[src/svsb_pkg.sv]
`timescale 1ns / 1ps
`default_nettype none

package svsb_pkg;

  localparam int unsigned MaxFacesDef = 4096;
  localparam int unsigned FaceIdW     = 12;
  localparam int unsigned OtherW      = 13;
  localparam int unsigned InIdxW      = 16;
  localparam int unsigned OutIdxW     = 17;
  localparam int unsigned CoordW      = 32;
  localparam int unsigned CfgAddrW    = 3;
  localparam int unsigned CfgDataW    = 32;
  localparam int unsigned InDataW     = 272;
  localparam int unsigned OutDataW    = 72;

  typedef enum logic {
    OP_FACE = 1'b0,
    OP_EDGE = 1'b1
  } op_e;

  typedef enum logic [1:0] {
    KIND_LIGHT_CAP = 2'd0,
    KIND_DARK_CAP  = 2'd1,
    KIND_QUAD      = 2'd2
  } kind_e;

  typedef enum logic [CfgAddrW-1:0] {
    CFG_LIGHT_X      = 3'd0,
    CFG_LIGHT_Y      = 3'd1,
    CFG_LIGHT_Z      = 3'd2,
    CFG_VERTEX_COUNT = 3'd3
  } cfg_idx_e;

  typedef struct packed {
    op_e                      op;
    logic [FaceIdW-1:0]       face_id;
    logic signed [OtherW-1:0] other_face;
    logic [InIdxW-1:0]        index_a;
    logic [InIdxW-1:0]        index_b;
    logic [InIdxW-1:0]        index_c;
  } item_t;

  // Item plus the range checks of its two face numbers against the flag store.
  typedef struct packed {
    item_t it;
    logic  fid_ok;
    logic  oth_ok;
  } stage_t;

  // Load strobes of the three arithmetic stages.
  typedef struct packed {
    logic ld1;
    logic ld2;
    logic ld3;
  } pipe_ld_t;

endpackage

`default_nettype wire

[src/svsb_emit.sv]
`timescale 1ns / 1ps
`default_nettype none

module svsb_emit import svsb_pkg::*; (
  input  wire logic                 clk_i,
  input  wire logic                 rst_ni,
  input  wire logic                 valid_i,
  input  wire stage_t               st_i,
  input  wire logic                 lit_i,
  input  wire logic                 front_raw_i,
  input  wire logic                 back_raw_i,
  input  wire logic [OutIdxW-1:0]   vertex_count_i,
  output logic                      ready_o,
  input  wire logic                 out_ready_i,
  output logic                      out_valid_o,
  output kind_e                     kind_o,
  output logic [3:0][OutIdxW-1:0]   index_o
);

  logic                      out_valid_q;
  kind_e                     kind_d, kind_q;
  logic [3:0][OutIdxW-1:0]   index_d, index_q;
  logic [OutIdxW-1:0]        a_ext, b_ext, c_ext, a_off, b_off, c_off;
  logic                      front, back, has_result;

  assign a_ext = {1'b0, st_i.it.index_a};
  assign b_ext = {1'b0, st_i.it.index_b};
  assign c_ext = {1'b0, st_i.it.index_c};
  assign a_off = a_ext + vertex_count_i;
  assign b_off = b_ext + vertex_count_i;
  assign c_off = c_ext + vertex_count_i;

  // Faces outside the flag store read as lit; an edge with no back face
  // always counts as a silhouette edge.
  assign front = st_i.fid_ok & front_raw_i;
  assign back  = st_i.it.other_face[OtherW-1] ? ~front : (st_i.oth_ok & back_raw_i);

  always_comb begin
    kind_d     = KIND_QUAD;
    index_d    = '0;
    has_result = 1'b1;
    case (st_i.it.op)
      OP_FACE: begin
        if (lit_i) begin
          kind_d  = KIND_LIGHT_CAP;
          index_d = {{OutIdxW{1'b0}}, c_ext, b_ext, a_ext};
        end else begin
          kind_d  = KIND_DARK_CAP;
          index_d = {{OutIdxW{1'b0}}, c_off, b_off, a_off};
        end
      end
      OP_EDGE: begin
        has_result = front ^ back;
        if (front) begin
          index_d = {a_off, b_off, b_ext, a_ext};
        end else begin
          index_d = {b_off, a_off, a_ext, b_ext};
        end
      end
      default: has_result = 1'b0;
    endcase
  end

  assign ready_o = ~out_valid_q | out_ready_i;

  always_ff @(posedge clk_i or negedge rst_ni) begin
    if (!rst_ni) begin
      out_valid_q <= 1'b0;
    end else if (ready_o) begin
      out_valid_q <= valid_i & has_result;
    end
  end

  always_ff @(posedge clk_i) begin
    if (ready_o && valid_i) begin
      kind_q  <= kind_d;
      index_q <= index_d;
    end
  end

  assign out_valid_o = out_valid_q;
  assign kind_o      = kind_q;
  assign index_o     = index_q;

endmodule

`default_nettype wire

[config.mk]
export PLATFORM = sky130hd
export DESIGN_NAME = svsb_emit
export DESIGN_NICKNAME = d
export VERILOG_FILES = /design/src/svsb_pkg.sv /design/src/svsb_emit.sv
export SDC_FILE = /design/constraint.sdc
export NUM_CORES = 1
export LEC_CHECK = 0
export BUFFER_PORTS_ARGS = -buffer_cell sky130_fd_sc_hd__buf_2
export CORE_MARGIN = 2
export CORE_UTILIZATION = 26
export CTS_CLUSTER_SIZE = 8
export DETAILED_ROUTE_END_ITERATION = 10
export SKIP_CTS_REPAIR_TIMING = 1
export SYNTH_ARGS = -nofsm -noshare
export SYNTH_HDL_FRONTEND = slang
export SYNTH_SLANG_ARGS = --single-unit
[constraint.sdc]
create_clock -name clk_i -period 2.4 [get_ports clk_i]
set_input_delay 0.12 -clock clk_i [delete_from_list [all_inputs] [get_ports clk_i]]
set_output_delay 0.12 -clock clk_i [all_outputs]
set_load 0.005 [all_outputs]
==> impl_results.md, run 1 <==
- Placed cells: around 1200
- Largest net degree at the start of global routing: 91
- Number of port buffers: 147
- Predominant post-synthesis flop cell: edfxtp_1
- Vias per cell: about 5.0
- Post-synthesis adder-cell area fraction: 0.106
- Worst reg2reg setup slack: 800 ps
- Yosys warns: 0
- Xor/xnor share of the synthesized area: 0.0463
- Total Routing Usage GR: 0.160
- Pre-CTS setup slack: -286 ps
- # DRC: 0
- Final period util: 0.935
- Global-route wire length before repair: ~32 mm
- Critical Path End: index_o[50]
- Worst r2r src: out_valid_o
- Most frequent cells in the layout: 147 x buf_2, 124 x nand2_1, 70 x edfxtp_1, 50 x a21oi_1, 49 x nor2_1
- Synth Area in Simple Gates: 0.183
- # setup viols final: 0
- Final Slew Violations: 0
- Mapped Area: between 6000 and 7000 um2
- Startpoint Class: primary input
- Crit. End Element: flip-flop
- Dpl cell area: 7660 um2
- WL final: about 20 mm
- Post-synth top area share: 0.336
- Later-pin clock latency in the skew report: 350 ps
- Outcome: completed
- Synth unique cells: 61
- Largest cells by area after synthesis: edfxtp_1 34%, ha_1 9.6%, nand2_1 7.5%, a211oi_1 4.1%, a21oi_1 4.0%
- CP Data Required Time: roughly 2500 ps
- Fillers: between 2000 and 3000
- Reg2reg end: index_o[17]
- Rows: 56
- Number of synthesized flops with an enable pin: 70
- CTS tree: yes
- Die Y: about 160 um
- VDD IR max: approximately 0.0003 V
- Maximum clock frequency: ~0.45 GHz
- Design area: ~8000 um2
- Vias in the first global route: approximately 5800
- Most common cell after layout, fill and taps aside: buf_2
- Core Region: ~24000 um2
- Initial Util: 0.265
- Fraction of registers with async set/reset: 0.0141
- Seq cells post-synth: 71
- Antenna Nets Post-Route: 0
- Clock Skew: roughly 12 ps
- H-tree depth: 3
- PnR worst setup slack: around 160 ps
- Starting DRT DRC Count: approximately 500
- Area fraction in compound gates after synthesis: 0.263
- Nets: just over 1000
- Final Core Density: 0.341
- RSZ-0062 raised after global routing: false
- Register clock-pin slew on the reported worst setup and hold paths: roughly 70 ps
- WS Path Type: in -> reg
- Router iterations before antenna repair: 5
- Rel. slew slack: 0.484
- Setup TNS: 0 ps
- Total chip power: 4.57 mW
- Sequential element share of the synthesized area: 0.340
- Worst reg-to-reg path cell count: 3
- WHS: ~30 ps
- Die area: roughly 25000 um2
- Hold Path Class: in -> reg
- CTS root buffer: clkbuf_16
- Avg Inst Size Synth: between 8 and 9 um2
- Main combinational cell family by area after synthesis: compound AO/OA/AOI/OAI gates
- Die X: 159 um
- Initial antenna violation count: 7
- Period minus WS final: 2240 ps
- Vias: slightly above 6000
- Cell taking the most area after synthesis: edfxtp_1
- CP arrival: 2340 ps
- DP HPWL: ~16 mm
- Multiplexer share of the synthesized area: 0.0352
- Sink Count: 71
- CP Launch Point: st_i[18]
- # IOs: between 150 and 200
- Max Cap Viol: 0
- Number of CTS-inserted buffers: 9
- Total gr overflow: 0
- Fin cells: around 1200
- Area Growth Syn to Fin: 28.3%
- Layout cell share with drive strength beyond 1: 0.258
- Wirelength per Cell: 16.5 um
- Leak Pwr: ~3.4 nW
- Pwr/cell area: 570 nW/um2
- Crit path max fanout: 4
- Net Count, Synth: 866
- Mapped Cells: 715
- Hold Violations, Final: 0
- Routability cong.: between 0.8 and 0.9
- CTS max path bufs: 2
- Slew @ Worst Pin: slightly below 800 ps
worst min path at each step:
stage	from	endpoint	slack, ps	cells past startpoint
detailed placement	rst_ni	out_valid_o	-100	1
global placement	rst_ni	out_valid_o	-100	1
finish	valid_i	out_valid_o	30	3
floorplan	rst_ni	out_valid_o	-180	0
CTS	rst_ni	out_valid_o	-470	1
global route	valid_i	out_valid_o	50	3
report_power, final:
| part | leakage (nW) | total [mW] | internal (mW) | switching (mW) |
|---|---|---|---|---|
| Sequential | 0.685 | 1.56 | 1.52 | 0.0347 |
| Combinational | 2.60 | 1.54 | 0.664 | 0.872 |
| Clock | 0.154 | 1.48 | 0.912 | 0.570 |
| Total | 3.44 | 4.57 | 3.10 | 1.48 |
per-layer routing:
layer,global-route usage,up-vias,share of wire
met3,0.0414,22,0.055
met1,0.226,2849,0.49
met4,0.0455,2,0.018
met5,0,-,0.00055
met2,0.240,158,0.44
li1,-,3050,-
registers in the layout, indices dropped and copies added, names as in the netlist:
name / count
index_o: 68
out_valid_o: 1
kind_o: 2
worst max-delay path, cell delays in order:
cell      delay (ps)
buf_2            110
ha_1             220
fa_1             400
a21o_1           220
a211oi_2         280
o21a_1           190
nor3b_1          100
o21a_1           210
o311ai_4         340
o221ai_2         150
kinds of logic after synthesis:
family                   after synthesis
AO/OA/AOI/OAI                        240
XOR/XNOR                              33
adder cells (fa/ha/maj)               51
buffers and inverters                 44
flip-flops                            71
multiplexers                          22
AND/OR/NAND/NOR                      254
cell type report:
class / instances / area, um2 / area share
Multi-Input combinational cell: 600 / 3970 / 0.495
Timing Repair Buffer: 198 / 1160 / 0.145
Antenna cell: 7 / 17.5 / 0.00218
Clock inverter: 7 / 93.8 / 0.0117
Clock buffer: 9 / 225 / 0.0281
Sequential cell: 71 / 2130 / 0.265
Tap cell: 319 / 399 / 0.0498
Inverter: 7 / 26.3 / 0.00328
Yosys cell counts (all sizes together), types with 14 or more instances:
library cell and number:
clkbuf 31, nor2b 14, mux2i 22, a21o 16
o21ai 45, a21oi 50, xnor2 15, nand2 125
nand3 15, a31oi 26, a211oi 37, edfxtp 70
xor2 18, nor2 49, and2 15, ha 48
(Power assumes the default switching activity.)
==> inputs of run 2 (changes only) <==
Settings changed: HOLD_SLACK_MARGIN set to 0.12.
==> impl_results.md, run 2 (synthesized netlist as in run 1, its figures left out) <==
- Total gr overflow: 0 (unchanged)
- Max Cap Viol: 0 (unchanged)
- Worst Path Buf+Inv: 1 (unchanged)
- Nets: 1041 (+0.29%)
- Crit path max fanout: 4 (unchanged)
- Vias: 6103 (+0.36%)
- CTS root buffer: clkbuf_16
- Crit path largest cell delay: 400 ps (about the same)
- Core Region: 23500 um2 (unchanged)
- Final Slew Violations: 0 (unchanged)
- CP Data Required Time: 2500 ps (about the same)
- Area Growth Syn to Fin: 28.8%
- Seq pwr share: 0.339 (about the same)
- NetSw: 1.48 mW (+0.32%)
- Clock share of power: 0.324 (about the same)
- Dpl cell area: 7660 um2 (unchanged)
- Crit-path leading delay family: compound AO/OA/AOI/OAI gates
- Die area: 25300 um2 (unchanged)
- Hold Violations, Final: 0 (unchanged)
- Routability cong.: 0.861 (unchanged)
- Pwr/cell area: 569 nW/um2 (-0.18%)
- Most common cell after layout, fill and taps aside: buf_2
- Outcome: completed
- Design area: 8050 um2 (+0.37%)
- Startpoint Class: primary input
- CP arrival: 2340 ps (about the same)
- Layout cell share with drive strength beyond 1: 0.257 (-0.000864)
- Crit. End Element: flip-flop
- # IOs: 172 (unchanged)
- Initial antenna violation count: 7 (unchanged)
- Met2 Wirelength: 8.81 mm (-0.40%)
- CTS tree: yes
- Global-route wire length before repair: 32.1 mm (unchanged)
- Rows: 56 (unchanged)
- Vias per cell: 5.00 (+0.12%)
- Max reg flops: 68 (unchanged)
- Largest net degree at the start of global routing: 91 (unchanged)
- Initial Util: 0.265 (unchanged)
- # DRC: 0 (unchanged)
- Later-pin clock latency in the skew report: 350 ps (about the same)
- DP HPWL: 15.9 mm (unchanged)
- Top layer in use: met5
- Hold Path Class: in -> reg
- Metal-1 WL: 9.85 mm (+1.3%)
- Die X: 159 um (unchanged)
- H-tree depth: 3 (unchanged)
- CP Cell Sequence: buf_2 -> ha_1 -> fa_1 -> a21o_1 -> a211oi_2 -> o21a_1 -> nor3b_1 -> o21a_1 -> o311ai_4 -> o221ai_2
- Maximum clock frequency: 0.446 GHz (about the same)
- WS Path Type: in -> reg
- Leak Pwr: 3.45 nW (+0.35%)
- Register clock-pin slew on the reported worst setup and hold paths: 70 ps (about the same)
- Total Routing Usage GR: 0.160 (unchanged)
- WL final: 20.1 mm (+0.17%)
- Comb power frac: 0.337 (about the same)
- Slew @ Worst Pin: 760 ps (-14.3 ps)
- Number of CTS-inserted buffers: 9 (unchanged)
- Router iterations before antenna repair: 5 (unchanged)
- VDD IR max: 0.000304 V (+1.1%)
- Cell Int Power: 3.10 mW (+0.14%)
- Clock Skew: 12.1 ps (+0.212 ps)
- Starting DRT DRC Count: 411 (-18%)
- Met3 WL post-DR: 1.04 mm (-6.4%)
- Pre-CTS setup slack: -286 ps (unchanged)
- Final period util: 0.934 (about the same)
- Antenna Nets Post-Route: 0 (unchanged)
- Period minus WS final: 2240 ps (-2.13 ps)
- Most used cell, CP: o21a_1
- Vias in the first global route: 5805 (unchanged)
- # setup viols final: 0 (unchanged)
- Switch share: 0.323 (+0.000398)
- Wirelength per Cell: 16.4 um (about the same)
- RSZ-0062 raised after global routing: false
- CTS max path bufs: 2 (unchanged)
- PnR worst setup slack: 159 ps (+2.13 ps)
- Final Core Density: 0.342 (+0.00128)
- Most frequent cells in the layout: 147 x buf_2, 124 x nand2_1, 70 x edfxtp_1, 50 x a21oi_1, 49 x nor2_1
- Die Y: 159 um (unchanged)
- Rel. slew slack: 0.493 (+0.00954)
- CP max-delay cell: fa_1
- Sink Count: 71 (unchanged)
- Setup TNS: 0 ps (unchanged)
- Number of port buffers: 147 (unchanged)
==> run 2: power groups by stage <==
stage	Combinational [mW]	Sequential, mW	Clock (mW)
finish	1.54	1.56	1.48
global route	1.72	1.57	1.58
CTS	1.53	1.56	1.52
detailed placement	1.52	1.58	0
global placement	1.50	1.58	0
floorplan	0.927	1.59	0
==> run 2: metal layers <==
metal / global-route usage / vias up
li1: - / 3056
met1: 0.226 / 2867
met2: 0.240 / 154
met3: 0.0414 / 24
met4: 0.0455 / 2
met5: 0 / -
==> run 2: final timing paths <==
check	from	slack (ps)	cells past startpoint	to
max	st_i[18]	160	10	index_o[50]
min	st_i[49]	160	3	index_o[15]
max reg2reg	out_valid_o	790	3	index_o[17]
min reg2reg	out_valid_o	1040	2	index_o[48]
max in group asynchronous	rst_ni	1680	3	out_valid_o
min in group asynchronous	rst_ni	620	3	out_valid_o
==> run 2: final cells by class <==
cell class                      instances  area (um2)
Tap cell                              319         399
Antenna cell                            7        17.5
Inverter                                7        26.3
Sequential cell                        71        2130
Fill cell                            2498       15500
Clock inverter                          7        93.8
Clock buffer                            9         225
Multi-Input combinational cell        600        3970
Timing Repair Buffer                  201        1190
==> run 2: per-stage QoR <==
step	power [mW]	instances	hold slack [ps]
after floorplan	2.52	715	-176
after global routing	4.87	1217	179
after CTS	4.61	1210	-468
final	4.58	1221	155
after global placement	3.08	1194	-105
after detailed placement	3.11	1194	-101
==> run 2: worst reg2reg max path: stages, from the launching register on <==
cell	delay (ps)
dfrtp_1	380
nand2b_1	110
and2_2	480
buf_12	310
